## src/rtl/fbc_pkg.sv

```systemverilog
// fbc_pkg: shared widths, reset values, command and register codes, and
// the configuration and crop geometry structs of the bounding box crop block.
// No dependencies.
package fbc_pkg;

  localparam int CMD_W  = 2;
  localparam int ROW_W  = 9;
  localparam int COL_W  = 9;
  localparam int PIX_W  = 16;
  localparam int DIM_W  = 10;
  localparam int MRG_W  = 8;
  localparam int CROP_W = 9;
  localparam int SIZE_W = 10;
  // internal width of crop arithmetic, holds values up to 16383
  localparam int GEO_W  = 14;

  localparam int APB_DW = 32;
  localparam int APB_AW = 4;

  localparam int DEF_MAX_COLS   = 512;
  localparam int DEF_MAX_ROWS   = 512;
  localparam int DEF_PIXEL_BITS = 16;

  localparam logic [DIM_W-1:0] COLS_RST   = 10'd512;
  localparam logic [DIM_W-1:0] ROWS_RST   = 10'd512;
  localparam logic [MRG_W-1:0] MARGIN_RST = 8'd10;

  typedef enum logic [CMD_W-1:0] {
    CMD_WRITE     = 2'd0,
    CMD_READ      = 2'd1,
    CMD_NEW_FRAME = 2'd2
  } cmd_e;

  typedef enum logic [1:0] {
    REG_COLS   = 2'd0,
    REG_ROWS   = 2'd1,
    REG_MARGIN = 2'd2
  } reg_e;

  typedef struct packed {
    logic [DIM_W-1:0] cols;
    logic [DIM_W-1:0] rows;
    logic [MRG_W-1:0] margin;
  } cfg_t;

  typedef struct packed {
    logic [CROP_W-1:0] left;
    logic [CROP_W-1:0] top;
    logic [SIZE_W-1:0] width;
    logic [SIZE_W-1:0] height;
    logic              empty;
  } geo_t;

endpackage

```

## src/rtl/fbc_cfg.sv

```systemverilog
// fbc_cfg: APB-style register file for image size and crop margin.
// Depends on fbc_pkg.
module fbc_cfg (
  input  logic                       clk_i,
  input  logic                       rst_ni,
  input  logic                       psel,
  input  logic                       penable,
  input  logic                       pwrite,
  input  logic [fbc_pkg::APB_AW-1:0] paddr,
  input  logic [fbc_pkg::APB_DW-1:0] pwdata,
  output logic [fbc_pkg::APB_DW-1:0] prdata,
  output logic                       pready,
  output fbc_pkg::cfg_t              cfg_o
);

  fbc_pkg::cfg_t cfg_q;
  fbc_pkg::reg_e sel;
  logic          wr_en;

  assign sel    = fbc_pkg::reg_e'(paddr[fbc_pkg::APB_AW-1:2]);
  assign wr_en  = psel && penable && pwrite;
  assign pready = 1'b1;
  assign cfg_o  = cfg_q;

  always_ff @(posedge clk_i or negedge rst_ni) begin
    if (!rst_ni) begin
      cfg_q.cols   <= fbc_pkg::COLS_RST;
      cfg_q.rows   <= fbc_pkg::ROWS_RST;
      cfg_q.margin <= fbc_pkg::MARGIN_RST;
    end else if (wr_en) begin
      case (sel)
        fbc_pkg::REG_COLS:   cfg_q.cols   <= pwdata[fbc_pkg::DIM_W-1:0];
        fbc_pkg::REG_ROWS:   cfg_q.rows   <= pwdata[fbc_pkg::DIM_W-1:0];
        fbc_pkg::REG_MARGIN: cfg_q.margin <= pwdata[fbc_pkg::MRG_W-1:0];
        default: ;
      endcase
    end
  end

  always_comb begin
    case (sel)
      fbc_pkg::REG_COLS:   prdata = fbc_pkg::APB_DW'(cfg_q.cols);
      fbc_pkg::REG_ROWS:   prdata = fbc_pkg::APB_DW'(cfg_q.rows);
      fbc_pkg::REG_MARGIN: prdata = fbc_pkg::APB_DW'(cfg_q.margin);
      default:             prdata = '0;
    endcase
  end

endmodule

```

## config.mk

```make
export PLATFORM = sky130hd
export DESIGN_NAME = fbc_cfg
export DESIGN_NICKNAME = d
export VERILOG_FILES = /design/src/rtl/fbc_pkg.sv /design/src/rtl/fbc_cfg.sv
export SDC_FILE = /design/constraint.sdc
export NUM_CORES = 1
export LEC_CHECK = 0
export BUFFER_PORTS_ARGS = -buffer_cell sky130_fd_sc_hd__buf_2
export CAP_MARGIN = 20
export CORE_ASPECT_RATIO = 1.5
export CORE_MARGIN = 4
export CORE_UTILIZATION = 37
export DETAILED_ROUTE_END_ITERATION = 6
export PLACE_DENSITY = 0.75
export SYNTH_ARGS = -nofsm -noshare
export SYNTH_HDL_FRONTEND = slang
export SYNTH_SLANG_ARGS = --single-unit
```

## constraint.sdc

```tcl
create_clock -name clk_i -period 0.84 [get_ports clk_i]
set_input_delay 0.126 -clock clk_i [delete_from_list [all_inputs] [get_ports clk_i]]
set_output_delay 0.126 -clock clk_i [all_outputs]
set_load 0.1 [all_outputs]
```

==> flow_metrics.env, run 1 <==
export IMPL_dp_hpwl_um=3730
export IMPL_viasPerCell=4.75
export IMPL_run_status="complete, but fails checks"
export IMPL_routed_wl_um=6010
export IMPL_cts_root_buf="clkbuf_8"
export IMPL_drtPass1Iterations=4
export IMPL_grt_pass1_wl_um=8590
export IMPL_synth_top_area_frac=0.401
export IMPL_cts_buffers=3
export IMPL_synth_most_common_cell="dfrtp_1"
export IMPL_fin_crit_sh=1.67
export IMPL_hold_class="in2reg"
export IMPL_crit_path_end_kind="primary output"
export IMPL_arrival_ns=1.28
export IMPL_avgSynthCellArea_um2=12.6
export IMPL_crit_type="reg2out"
export IMPL_grt_pass1_vias=1498
export IMPL_grt_use_met3=0.0181
export IMPL_drv_slew=0
export IMPL_async_flop_share=1.00
export IMPL_tritoncts="yes"
export IMPL_maxCapViolations=0
export IMPL_grtUsageMet2=0.427
export IMPL_synth_area_top_cells="dfrtp_1 (40%), mux2_2 (14%), buf_4 (12%), mux2_4 (10%), dfstp_2 (7.0%)"
export IMPL_ff2ff_setup_slack_ns=-0.31
export IMPL_diodes=0
export IMPL_clockBufferDepth=2
export IMPL_initial_core_util=0.382
export IMPL_hp_start="pwdata[8]"
export IMPL_grt_max_degree=23
export IMPL_max_freq_mhz=712
export IMPL_largest_reg_flops=28
export IMPL_r2r_start="cfg_o[1]"
export IMPL_synthCells=119
export IMPL_grt_busiest_layer="met2"
export IMPL_rr_worst_depth=4
export IMPL_gr_usage_all_layers=0.228
export IMPL_fin_crit_ns=1.40
export IMPL_cts_sinks=28
export IMPL_grt_use_met1=0.269
export IMPL_r2r_end="cfg_o[1]"
export IMPL_cp_max_fo=2
export IMPL_ant_nets=0
export IMPL_drtIter0Drc=25
export IMPL_p_total_mw=10.9
export IMPL_die_h_um=86.0
export IMPL_clk_pin_slew_ns=0.09
export IMPL_ys_types=19
export IMPL_start_kind="flop"
export IMPL_violations="setup timing"
export IMPL_vdd_drop_max_mv=2.93
export IMPL_synth_edf_count=0
export IMPL_rsz0062_at_grt="true"
export IMPL_grt_ovfl_total=0
export IMPL_routedWlPerCell_um=21.8
export IMPL_htreeDepth=1
export IMPL_numPortBuffers=54
export IMPL_clock_skew_ns=0
export IMPL_clk_latency_ns=0.27
export IMPL_finalSetupViolCount=66
export IMPL_drive_gt1_frac=0.870
export IMPL_rows=28
export IMPL_synth_flop_cell="dfrtp_1"
export IMPL_p_per_area_nw_per_um2=3140
export IMPL_final_core_util=0.887
export IMPL_gp_congestion=0.759
export IMPL_area_growth_syn_to_layout_pct=132
export IMPL_vias=1311
export IMPL_die_area_um2=5150
export IMPL_finalNetCount=273
export IMPL_required_ns=0.71
export IMPL_die_x_um=60.0
export IMPL_io_pins=102
export IMPL_coreArea_um2=3920
export IMPL_synthTopCellsByCount="dfrtp_1 (24), buf_4 (23), mux2_2 (18)"
export IMPL_ys_warn_count=0
export IMPL_grt_antenna_before_repair=0
export IMPL_worst_slack_ns=-0.565
export IMPL_route_detailed_drc=0
export IMPL_synth_area_leader_cell="dfrtp_1"
export IMPL_power_leakage_nw=1.56
export IMPL_ys_ff_latch=28
export IMPL_syn_cell_area_um2=1500
export IMPL_hold_viol_final=0
export IMPL_holdPathStages=2
export IMPL_min_to="cfg_o[26]"
export IMPL_yosysSeqAreaShare=0.471
critical path, cell delays in order (launching register included):
cell and delay (ns):
dfstp_4 0.64, mux2i_4 0.08, nor2_4 0.10, buf_12 0.18
metal layers:
layer	part of all wire	vias to the layer above	wire [µm]
li1	-	586	-
met1	0.35	663	2100
met2	0.58	50	3510
met3	0.041	12	247
met4	0.025	0	150
met5	0	-	0
cells by family after synthesis:
logic type | after synthesis | synth area share
other | 2 | 0.00501
DFF | 28 | 0.471
AOI/OAI and AO/OA | 8 | 0.0267
muxes | 38 | 0.302
buffers and inverters | 28 | 0.134
and+or+nand+nor | 15 | 0.0609
through the flow:
step	area (µm²)	setup TNS (ns)	hold WS, ns	setup slack, ns	cells
after floorplan	1980	-15.20	-0.170	-0.696	140
after global placement	3100	-16.60	-0.0231	-0.440	258
after detailed placement	3100	-18.08	-0.0285	-0.505	258
after CTS	3430	-19.81	0.0954	-0.557	272
after global routing	3480	-21.96	0.102	-0.595	276
final	3480	-20.41	0.0940	-0.565	276
what timing repair did:
action	in CTS	in global routing
setup buffers	9	9
pin swaps	10	3
setup endpoints to repair	66	66
endpoints found under the hold margin	26	0
gates resized for setup	49	12
hold buffers	1	0
placed cells by master (no fill, tap or decap):
cell            n
nand2_1         6
conb_1         23
clkbuf_8        4
mux2_4         28
nor3_4          1
buf_6          42
buf_4          13
nor3b_4         1
dlygate4sd3_1   1
nor2_4          2
nand3_4         1
nor2b_2         1
buf_2          12
dfstp_4         4
or3b_4          1
dfrtp_2         4
o21ai_4         8
buf_8           3
dfrtp_4        20
mux2i_4        10
nand2_4         2
buf_12         44
worst max-delay path by stage:
stage | from | end | slack [ns] | depth (start not counted)
4_1_cts | cfg_o[17] | prdata[9] | -0.56 | 3
3_3_place_gp | pwrite | cfg_o[16] | -0.44 | 5
2_1_floorplan | cfg_o[17] | prdata[9] | -0.70 | 2
6_report | cfg_o[17] | prdata[9] | -0.56 | 3
3_5_place_dp | pwrite | cfg_o[8] | -0.50 | 5
5_1_grt | cfg_o[17] | prdata[9] | -0.60 | 3
power breakdown:
part,internal [mW],switching (mW)
registers,1.89,0.480
logic,3.16,4.56
clock network,0.420,0.417
area by class of cell:
| type | count | area, µm² |
|---|---|---|
| Timing Repair Buffer | 115 | 1570 |
| Fill cell | 145 | 443 |
| Clock buffer | 4 | 55.1 |
| Multi-Input combinational cell | 84 | 1000 |
| Tap cell | 45 | 56.3 |
| Sequential cell | 28 | 801 |
Power figures use the tool's default switching activity.
==> run 2, diff against run 1 <==
--- a/config.mk
+++ b/config.mk
@@ -12,6 +12,7 @@
 export CORE_UTILIZATION = 37
 export DETAILED_ROUTE_END_ITERATION = 6
 export PLACE_DENSITY = 0.75
+export SKIP_CTS_REPAIR_TIMING = 1
 export SYNTH_ARGS = -nofsm -noshare
 export SYNTH_HDL_FRONTEND = slang
 export SYNTH_SLANG_ARGS = --single-unit
==> flow_metrics.env, run 2 (synthesis results as in run 1) <==
export IMPL_run_status="complete, but fails checks"
export IMPL_violations="setup timing"
export IMPL_grt_pass1_vias=1423
export IMPL_rsz0062_at_grt="true"
export IMPL_gr_usage_all_layers=0.194
export IMPL_routedWlPerCell_um=21.9
export IMPL_rr_worst_depth=3
export IMPL_drtPass1Iterations=4
export IMPL_dp_hpwl_um=3730
export IMPL_fin_crit_sh=1.68
export IMPL_rows=28
export IMPL_crit_type="reg2out"
export IMPL_hold_viol_final=0
export IMPL_ff_latch_area_um2=801
export IMPL_critPathBufInv=1
export IMPL_slowest_stage="dfstp_4"
export IMPL_drtIter0Drc=25
export IMPL_viasPerCell=4.73
export IMPL_cts_buffers=3
export IMPL_start_kind="flop"
export IMPL_finalSetupViolCount=66
export IMPL_cpPeakStageDelay_ns=0.65
export IMPL_coreArea_um2=3920
export IMPL_vdd_drop_max_mv=2.87
export IMPL_maxCapViolations=0
export IMPL_ant_nets=0
export IMPL_required_ns=0.71
export IMPL_die_h_um=86.0
export IMPL_p_per_area_nw_per_um2=3150
export IMPL_htreeDepth=1
export IMPL_cts_sinks=28
export IMPL_cp_max_fo=2
export IMPL_clk_pin_slew_ns=0.10
export IMPL_area_growth_syn_to_layout_pct=129
export IMPL_finalNetCount=268
export IMPL_tritoncts="yes"
export IMPL_max_freq_mhz=709
export IMPL_fin_crit_ns=1.41
export IMPL_cp_depth=3
export IMPL_ff2ff_setup_slack_ns=-0.26
export IMPL_critPathTopFamily="flip-flops"
export IMPL_die_area_um2=5150
export IMPL_arrival_ns=1.28
export IMPL_die_x_um=60.0
export IMPL_initial_core_util=0.382
export IMPL_largest_reg_flops=28
export IMPL_power_leakage_nw=1.53
export IMPL_io_pins=102
export IMPL_diodes=0
export IMPL_routed_wl_um=5950
export IMPL_multi_input_area_um2=1000
export IMPL_grt_pass1_wl_um=7360
export IMPL_final_common_cell="buf_12"
export IMPL_p_total_mw=10.8
export IMPL_crit_path_end_kind="primary output"
export IMPL_clockBufferDepth=2
export IMPL_cp_cell_sequence="mux2i_4, nor2_4, buf_12"
export IMPL_hold_class="in2reg"
export IMPL_clock_skew_ns=0
export IMPL_final_cell_mix="buf_12 (45), buf_6 (37), mux2_4 (28)"
export IMPL_num_fill_cells=154
export IMPL_cts_root_buf="clkbuf_8"
export IMPL_holdWs_ns=0.0942
export IMPL_gp_congestion=0.759
export IMPL_grt_ovfl_total=0
export IMPL_route_detailed_drc=0
export IMPL_holdPathStages=2
export IMPL_vias=1283
export IMPL_worst_slack_ns=-0.570
export IMPL_grt_antenna_before_repair=0
export IMPL_numPortBuffers=54
export IMPL_clk_latency_ns=0.28
export IMPL_grt_max_degree=23
export IMPL_drv_slew=0
export IMPL_drive_gt1_frac=0.863
## run 2: layout make-up
cell class / instances / share of cell area
flip-flops and latches: 28 / 0.234
repair buffers: 110 / 0.442
multi-input cells: 84 / 0.292
well taps: 45 / 0.0164
clock buffers: 4 / 0.0161
## run 2: path summary, 6_finish.rpt
check | endpoint | start
setup / recovery | prdata[9] | cfg_o[27]
hold / removal | cfg_o[26] | pwdata[8]
setup reg to reg | cfg_o[13] | cfg_o[13]
hold reg to reg | cfg_o[6] | cfg_o[6]
max in group asynchronous | cfg_o[27] | rst_ni
min in group asynchronous | cfg_o[9] | rst_ni
## run 2: power breakdown
group / switching [mW] / internal (mW)
Combinational: 4.54 / 3.03
Clock: 0.447 / 0.421
Sequential: 0.470 / 1.88
## run 2: metrics by stage
step                utilization  cell area (µm²)  TNS, ns  setup slack (ns)  std cells
finish                    0.873             3430   -21.28            -0.570        271
global route              0.873             3430   -22.71            -0.601        271
CTS                       0.803             3150   -20.56            -0.631        262
detailed placement        0.789             3100   -18.08            -0.505        258
global placement          0.789             3100   -16.60            -0.440        258
floorplan                     -             1980   -15.20            -0.696        140
## run 2: per-layer routing
layer  vias up  track usage  wire length (µm)
met4         0       0.0907               116
li1        571            -                 -
met3        10       0.0346               205
met5         -            0                 0
met2        45        0.366              3480
met1       657        0.195              2140
