File: src/rtl/fbc_pkg.sv
// fbc_pkg: shared widths, reset values, command and register codes, and
// the configuration and crop geometry structs of the bounding box crop block.
// No dependencies.
package fbc_pkg;

  localparam int CMD_W  = 2;
  localparam int ROW_W  = 9;
  localparam int COL_W  = 9;
  localparam int PIX_W  = 16;
  localparam int DIM_W  = 10;
  localparam int MRG_W  = 8;
  localparam int CROP_W = 9;
  localparam int SIZE_W = 10;
  // internal width of crop arithmetic, holds values up to 16383
  localparam int GEO_W  = 14;

  localparam int APB_DW = 32;
  localparam int APB_AW = 4;

  localparam int DEF_MAX_COLS   = 512;
  localparam int DEF_MAX_ROWS   = 512;
  localparam int DEF_PIXEL_BITS = 16;

  localparam logic [DIM_W-1:0] COLS_RST   = 10'd512;
  localparam logic [DIM_W-1:0] ROWS_RST   = 10'd512;
  localparam logic [MRG_W-1:0] MARGIN_RST = 8'd10;

  typedef enum logic [CMD_W-1:0] {
    CMD_WRITE     = 2'd0,
    CMD_READ      = 2'd1,
    CMD_NEW_FRAME = 2'd2
  } cmd_e;

  typedef enum logic [1:0] {
    REG_COLS   = 2'd0,
    REG_ROWS   = 2'd1,
    REG_MARGIN = 2'd2
  } reg_e;

  typedef struct packed {
    logic [DIM_W-1:0] cols;
    logic [DIM_W-1:0] rows;
    logic [MRG_W-1:0] margin;
  } cfg_t;

  typedef struct packed {
    logic [CROP_W-1:0] left;
    logic [CROP_W-1:0] top;
    logic [SIZE_W-1:0] width;
    logic [SIZE_W-1:0] height;
    logic              empty;
  } geo_t;

endpackage

File: src/rtl/fbc_box.sv
// fbc_box: bounding box of foreground pixels and the clamped crop geometry
// that follows from it after the current command. Depends on fbc_pkg.
module fbc_box #(
  parameter int MAX_COLS = fbc_pkg::DEF_MAX_COLS,
  parameter int MAX_ROWS = fbc_pkg::DEF_MAX_ROWS
) (
  input  logic                        clk_i,
  input  logic                        rst_ni,
  input  logic                        upd_i,
  input  fbc_pkg::cmd_e               cmd_i,
  input  logic [fbc_pkg::ROW_W-1:0]   row_i,
  input  logic [fbc_pkg::COL_W-1:0]   col_i,
  input  logic                        pix_nz_i,
  input  logic                        wr_ok_i,
  input  logic [fbc_pkg::GEO_W-1:0]   cols_i,
  input  logic [fbc_pkg::GEO_W-1:0]   rows_i,
  input  logic [fbc_pkg::MRG_W-1:0]   margin_i,
  output fbc_pkg::geo_t               geo_o
);

  localparam logic [fbc_pkg::COL_W-1:0] LEFT_RST = fbc_pkg::COL_W'(MAX_COLS - 1);
  localparam logic [fbc_pkg::ROW_W-1:0] TOP_RST  = fbc_pkg::ROW_W'(MAX_ROWS - 1);

  typedef struct packed {
    logic [fbc_pkg::GEO_W-1:0] start;
    logic [fbc_pkg::GEO_W-1:0] size;
  } span_t;

  function automatic span_t crop_span(input logic [fbc_pkg::COL_W-1:0] lo,
                                      input logic [fbc_pkg::COL_W-1:0] hi,
                                      input logic [fbc_pkg::GEO_W-1:0] dim,
                                      input logic [fbc_pkg::MRG_W-1:0] m);
    logic [fbc_pkg::GEO_W-1:0] s;
    logic [fbc_pkg::GEO_W-1:0] e;
    span_t                     r;
    s = (fbc_pkg::GEO_W'(lo) > fbc_pkg::GEO_W'(m)) ?
        fbc_pkg::GEO_W'(lo) - fbc_pkg::GEO_W'(m) : '0;
    e = fbc_pkg::GEO_W'(hi) + fbc_pkg::GEO_W'(m);
    if (e > dim) begin
      e = dim;
    end
    r.start = s;
    r.size  = (e > s) ? e - s : '0;
    return r;
  endfunction

  logic [fbc_pkg::COL_W-1:0] left_q, left_d, right_q, right_d;
  logic [fbc_pkg::ROW_W-1:0] top_q, top_d, bot_q, bot_d;
  logic                      any_q, any_d;
  span_t                     sx, sy;

  always_comb begin
    left_d  = left_q;
    right_d = right_q;
    top_d   = top_q;
    bot_d   = bot_q;
    any_d   = any_q;
    case (cmd_i)
      fbc_pkg::CMD_WRITE: begin
        if (wr_ok_i && pix_nz_i) begin
          if (!any_q || col_i < left_q)  left_d  = col_i;
          if (!any_q || col_i > right_q) right_d = col_i;
          if (!any_q || row_i < top_q)   top_d   = row_i;
          if (!any_q || row_i > bot_q)   bot_d   = row_i;
          any_d = 1'b1;
        end
      end
      fbc_pkg::CMD_NEW_FRAME: begin
        left_d  = LEFT_RST;
        right_d = '0;
        top_d   = TOP_RST;
        bot_d   = '0;
        any_d   = 1'b0;
      end
      default: ;
    endcase
  end

  always_ff @(posedge clk_i or negedge rst_ni) begin
    if (!rst_ni) begin
      left_q  <= LEFT_RST;
      right_q <= '0;
      top_q   <= TOP_RST;
      bot_q   <= '0;
      any_q   <= 1'b0;
    end else if (upd_i) begin
      left_q  <= left_d;
      right_q <= right_d;
      top_q   <= top_d;
      bot_q   <= bot_d;
      any_q   <= any_d;
    end
  end

  always_comb begin
    sx = crop_span(left_d, right_d, cols_i, margin_i);
    sy = crop_span(top_d, bot_d, rows_i, margin_i);
    geo_o.empty = !any_d;
    if (any_d) begin
      geo_o.left   = fbc_pkg::CROP_W'(sx.start);
      geo_o.top    = fbc_pkg::CROP_W'(sy.start);
      geo_o.width  = fbc_pkg::SIZE_W'(sx.size);
      geo_o.height = fbc_pkg::SIZE_W'(sy.size);
    end else begin
      geo_o.left   = '0;
      geo_o.top    = '0;
      geo_o.width  = '0;
      geo_o.height = '0;
    end
  end

endmodule

File: config.mk
export PLATFORM = sky130hd
export DESIGN_NAME = fbc_box
export DESIGN_NICKNAME = d
export VERILOG_FILES = /design/src/rtl/fbc_pkg.sv /design/src/rtl/fbc_box.sv
export SDC_FILE = /design/constraint.sdc
export NUM_CORES = 1
export LEC_CHECK = 0
export BUFFER_PORTS_ARGS = -buffer_cell sky130_fd_sc_hd__buf_4
export CORE_UTILIZATION = 60
export DETAILED_ROUTE_END_ITERATION = 6
export PLACE_DENSITY = 0.88
export SLEW_MARGIN = 10
export SYNTH_ARGS = -nofsm -noshare
export SYNTH_HDL_FRONTEND = slang
export SYNTH_SLANG_ARGS = --single-unit
File: constraint.sdc
create_clock -name clk_i -period 8 [get_ports clk_i]
set_input_delay 0.4 -clock clk_i [delete_from_list [all_inputs] [get_ports clk_i]]
set_output_delay 0.4 -clock clk_i [all_outputs]
set_load 0.05 [all_outputs]
==> run summary, run 1 <==
Overflow after GRT: 0
worst-path fanout max: 7
FF-to-FF Start: left_q[6]
clk root buf: clkbuf_8
vias in the first global route: 6437
Static Leak: 3.69 nW
share of synthesized area occupied by flip-flops and latches: 14.7%
Unique masters post-synth: 69
outcome: completed
row count: 37
Initial Utilization: 62.3%
Setup TNS Final: 0 ns
ant diodes: 0
DR top layer: met4
WP data arrival: 7.27 ns
Worst slew margin: 38.1%
largest net degree at the start of global routing: 38
commonest non-fill, non-tap cell in the layout: ha_1
synthesis-to-layout area growth: 16.6%
CTS tree: yes
Vias/cell: 6.35
reg2reg end: left_q[7]
core area: 10400 µm²
fillcell total: 860
per-cell routed wire length: 17.1 µm
most common flop cell mapped by yosys: dfrtp_1
Least-Margin Pin Slew: 0.926 ns
die area: 11200 µm²
CTS Buffer Depth: 2
CP max stage delay: 0.39 ns
post-synthesis cell area: 6460 µm²
DRC Markers: 0
most frequent cells in the layout: ha_1, buf_4, inv_1
CTS Hold Bufs: 0
worst setup margin: 0.330 ns
Min Clock Period, post-route: 7.67 ns
Final Cycle Share: 95.9%
Ports: 100
FMAX: 130 MHz
Synth Register Bits: 37
power density over the cells: 225 nW/µm²
maxcap violations: 0
Met1 Wirelength: 7800 µm
Setup crit end kind: output port
Startpoint Class: register
Tot GR Track Use: 32.7%
Die Ht: 106 µm
Syn Area/Cell: 7.83 µm²
maximum VDD drop: 0.000259 V
Post-synth EDFFs: 0
CP required: 7.60 ns
gpl congestion: 0.977
post-route ant nets: 0
crit path kind: reg -> out
Total Nets Final: 1112
non-filler cells, final: 1066
fin. max-slew vios: 0
met2 wire len: 8460 µm
Post-synth ARST share: 100%
Worst Hold Class: in -> async
initial antenna violation count: 0
routed wl met3: 1240 µm
synth warn: 0
Most common cell on crit path: ha_1
Clock Latency Late Sink: 0.30 ns
Gate Count Post-Synth: 825
Clock Sinks: 37
setup slack on the worst flop-to-flop path: 5.31 ns
placed cell count: 1055
HPWL after detailed placement: 14700 µm
DR vias: 6773
cell depth of the worst flop-to-flop path: 9
Final Setup Violations: 0
IO buf count: 99
WL final: 18200 µm
slowest stage cell, crit path: dfrtp_1
Clock transition at path regs: 0.08 ns
htree depth: 2
Hold Vio Cnt, Final: 0
layout cells sized above 1: 19.5%
Worst Clk Skew: 0.00651 ns
Num CTS Buffers: 5
post-placement setup slack: 0.326 ns
first drt pass iteration count: 7
Die W: 106 µm
first-pass GRT wire length: 29600 µm
Initial DRC Count: 501
==> synthesized netlist by cell type, types with 4 or more instances <==
cell type / instances / area, µm²
a211o_1: 8 / 70.1
a211oi_1: 5 / 37.5
a21boi_0: 4 / 30.0
a21o_1: 22 / 165
a21oi_1: 52 / 260
a22o_1: 15 / 131
a22oi_1: 17 / 128
a31oi_1: 7 / 43.8
buf_2: 6 / 30.0
clkbuf_1: 10 / 37.5
dfrtp_1: 19 / 475
dfstp_2: 18 / 473
fa_1: 6 / 120
ha_1: 116 / 1450
inv_1: 76 / 285
mux2_2: 18 / 203
mux2i_1: 4 / 40.0
nand2_1: 59 / 221
nand2b_1: 11 / 68.8
nand3_1: 16 / 80.1
nand4_1: 13 / 81.3
nor2_1: 71 / 267
nor2b_1: 20 / 125
nor3_1: 29 / 145
nor3b_1: 4 / 30.0
nor4_1: 5 / 31.3
o211ai_1: 4 / 30.0
o21a_1: 9 / 67.6
o21ai_0: 47 / 235
o21ai_1: 4 / 20.0
o22a_1: 28 / 245
o22ai_1: 9 / 56.3
o311ai_0: 7 / 61.3
or2_2: 8 / 50.1
xnor2_1: 19 / 166
xor2_1: 11 / 96.3
==> stage by stage <==
| stage | utilization [%] | total power, mW | instance area, µm² | hold WS, ns |
|---|---|---|---|---|
| 6_report | 72.7 | 1.69 | 7530 | 0.0637 |
| 5_1_grt | 72.7 | 1.85 | 7530 | 0.0854 |
| 4_1_cts | 71.8 | 1.66 | 7450 | 0.0743 |
| 3_5_place_dp | 71.0 | 1.52 | 7360 | 0.399 |
| 3_3_place_gp | 71.0 | 1.50 | 7360 | 0.398 |
| 2_1_floorplan | - | 1.22 | 6490 | 0.104 |
==> final cells by class <==
type,count,area [µm²],share of cell area [%]
multi-input combinational,701,5240,69.6
clock buffer,5,68.8,0.913
inverter,78,293,3.89
clock inverter,3,17.5,0.232
tap,136,170,2.26
sequential,37,948,12.6
timing repair buffer,106,796,10.6
==> worst max-delay path, delay by kind of cell (launching register included) <==
| kind | cells | cell delay, ns |
|---|---|---|
| AND/OR/NAND/NOR | 8 | 1.37 |
| adder cells (fa/ha/maj) | 4 | 1.34 |
| flip-flops | 1 | 0.39 |
| AO/OA/AOI/OAI | 15 | 2.85 |
| buffers and inverters | 4 | 0.66 |
| multiplexers | 1 | 0.33 |
==> metal layers <==
| layer | track usage, % | vias up |
|---|---|---|
| met2 | 55.1 | 268 |
| li1 | - | 3273 |
| met4 | 12.8 | 0 |
| met3 | 3.59 | 47 |
| met5 | 0 | - |
| met1 | 42.6 | 3185 |
==> logic make-up after synthesis <==
| kind of cell | count (synthesis) | synth area share [%] |
|---|---|---|
| and+or+nand+nor | 254 | 19.2 |
| buffers and inverters | 95 | 5.69 |
| DFF | 37 | 14.7 |
| adders and majority gates | 122 | 24.3 |
| AOI/OAI and AO/OA | 264 | 28.2 |
| xor gates and xnor gates | 30 | 4.07 |
| muxes | 22 | 3.76 |
| other | 1 | 0.0581 |
==> registers in the layout, indices dropped and copies added (netlist names) <==
register and flops:
any_q 1, bot_q 9, right_q 9, left_q 9
top_q 9
==> power breakdown <==
group          switching, mW  internal, mW
clock network         0.0762        0.0603
logic                  0.766         0.538
registers             0.0294         0.225
total                  0.871         0.823
==> repair_timing <==
item / 4_1_cts / 5_1_grt
gates resized for setup: 0 / 16
setup endpoints to repair: 0 / 20
buffers inserted: 0 / 2
==> worst max path at each step <==
stage               cells after the start        from   endpoint  slack (ns)
floorplan                              34    bot_q[4]   geo_o[8]        0.44
global placement                       35    row_i[4]   geo_o[6]        0.35
detailed placement                     35    row_i[4]   geo_o[6]        0.33
CTS                                    35    bot_q[4]   geo_o[6]        0.09
global route                           32  right_q[3]  geo_o[17]       -0.06
finish                                 32  right_q[3]  geo_o[18]        0.33
Power figures use the tool's default switching activity.
==> inputs of run 2 (changes only) <==
--- a/config.mk
+++ b/config.mk
@@ -9,6 +9,7 @@
 export CORE_UTILIZATION = 60
 export DETAILED_ROUTE_END_ITERATION = 6
 export PLACE_DENSITY = 0.88
+export RECOVER_POWER = 25
 export SLEW_MARGIN = 10
 export SYNTH_ARGS = -nofsm -noshare
 export SYNTH_HDL_FRONTEND = slang
==> run summary, run 2 (same netlist as run 1, synthesis figures left out) <==
per-cell routed wire length: 17.1 µm (about the same)
crit path kind: reg -> out
DRC Markers: 0 (unchanged)
most frequent cells in the layout: ha_1, buf_4, inv_1
Final Hold Slack: 0.343 ns (+0.279 ns)
Die Ht: 106 µm (unchanged)
Tot GR Track Use: 32.7% (unchanged)
vias in the first global route: 6437 (unchanged)
htree depth: 2 (unchanged)
Min Clock Period, post-route: 7.67 ns (unchanged)
CTS Hold Bufs: 0 (unchanged)
Worst Hold Class: in -> reg
IO buf count: 99 (unchanged)
Clock Latency Late Sink: 0.30 ns (about the same)
maximum VDD drop: 0.000259 V (about the same)
Ports: 100 (unchanged)
power density over the cells: 225 nW/µm² (about the same)
fin. max-slew vios: 38 (+38)
Clock transition at path regs: 0.08 ns (about the same)
clk root buf: clkbuf_8
post-route ant nets: 0 (unchanged)
Overflow after GRT: 0 (unchanged)
WP data arrival: 7.27 ns (about the same)
Die W: 106 µm (unchanged)
initial antenna violation count: 0 (unchanged)
CP max stage delay: 0.39 ns (about the same)
core area: 10400 µm² (unchanged)
commonest non-fill, non-tap cell in the layout: ha_1
first drt pass iteration count: 7 (unchanged)
Most common cell on crit path: ha_1
Final Cycle Share: 95.9% (unchanged)
Setup TNS Final: 0 ns (unchanged)
Vias/cell: 6.35 (unchanged)
CTS tree: yes
DR vias: 6773 (unchanged)
ant diodes: 0 (unchanged)
CP required: 7.60 ns (about the same)
slowest stage cell, crit path: dfrtp_1
Clock Sinks: 37 (unchanged)
Final Setup Violations: 0 (unchanged)
CTS Buffer Depth: 2 (unchanged)
Initial Utilization: 62.3% (unchanged)
largest net degree at the start of global routing: 38 (unchanged)
Setup crit end kind: output port
Worst slew margin: -40.8% (-79 points)
failing checks: max-capacitance violations, max-slew violations
Worst Clk Skew: 0.00651 ns (unchanged)
die area: 11200 µm² (unchanged)
Total Nets Final: 1112 (unchanged)
Least-Margin Pin Slew: 2.11 ns (+1.19 ns)
FMAX: 130 MHz (unchanged)
first-pass GRT wire length: 29600 µm (unchanged)
gpl congestion: 0.977 (unchanged)
Startpoint Class: register
layout cells sized above 1: 19.4% (-0.11 points)
Num CTS Buffers: 5 (unchanged)
Hold Vio Cnt, Final: 0 (unchanged)
worst-path fanout max: 7 (unchanged)
HPWL after detailed placement: 14700 µm (unchanged)
maxcap violations: 1 (+1)
Initial DRC Count: 501 (unchanged)
WL final: 18200 µm (about the same)
outcome: finished with violations
Static Leak: 3.69 nW (about the same)
synthesis-to-layout area growth: 16.6% (about the same)
row count: 37 (unchanged)
## run 2: cell count changes in the layout (fill, tap and decap cells not counted), sizes merged
cell    delta
clkbuf     +1
buf        -1
## run 2: worst paths after layout
check,from,end,slack [ns],depth (start not counted)
min in group asynchronous,rst_ni,bot_q[4],0.71,1
min reg2reg,left_q[8],left_q[8],0.52,1
max reg2reg,left_q[6],left_q[7],5.31,9
min,upd_i,any_q,0.34,2
max in group asynchronous,rst_ni,bot_q[1],6.09,1
max,right_q[3],geo_o[18],0.33,32
## run 2: power breakdown
| group | internal (mW) | total, mW | leakage (nW) | switching [mW] |
|---|---|---|---|---|
| logic | 0.537 | 1.30 | 3.22 | 0.766 |
| clock network | 0.0603 | 0.137 | 0.0439 | 0.0762 |
| registers | 0.225 | 0.255 | 0.427 | 0.0294 |
## run 2: final cells by class
| class | instances | area (µm²) |
|---|---|---|
| multi-input cells | 701 | 5240 |
| inverters | 78 | 293 |
| well taps | 136 | 170 |
| clock buffers | 5 | 68.8 |
| clock inverters | 3 | 17.5 |
| flip-flops and latches | 37 | 948 |
| fillers | 860 | 2840 |
| repair buffers | 106 | 792 |
## run 2: what timing repair did
| action | CTS | global route |
|---|---|---|
| setup endpoints to repair | 0 | 20 |
| setup buffers | 0 | 2 |
| resized for setup | 0 | 16 |
## run 2: stage by stage
step	util, %	power (mW)	setup slack, ns	cells	area (µm²)
after floorplan	-	1.22	0.440	832	6490
after global placement	71.0	1.50	0.346	1055	7360
after detailed placement	71.0	1.52	0.326	1055	7360
after CTS	71.8	1.66	0.0873	1063	7450
after global routing	72.6	1.85	-0.0588	1066	7530
final	72.6	1.69	0.330	1066	7530
## run 2: layer usage
layer	global-route usage (%)	vias up	wire [µm]
met5	0	-	0
met4	12.8	0	674
met3	3.59	47	1240
met2	55.1	268	8460
met1	42.6	3185	7810
li1	-	3273	-
## run 2: worst max-delay path, delay by kind of cell (launching register included)
kind / cells / cell delay, ns
multiplexers: 1 / 0.33
buffers and inverters: 4 / 0.66
flip-flops: 1 / 0.39
AND/OR/NAND/NOR: 8 / 1.37
adder cells (fa/ha/maj): 4 / 1.34
AO/OA/AOI/OAI: 15 / 2.85
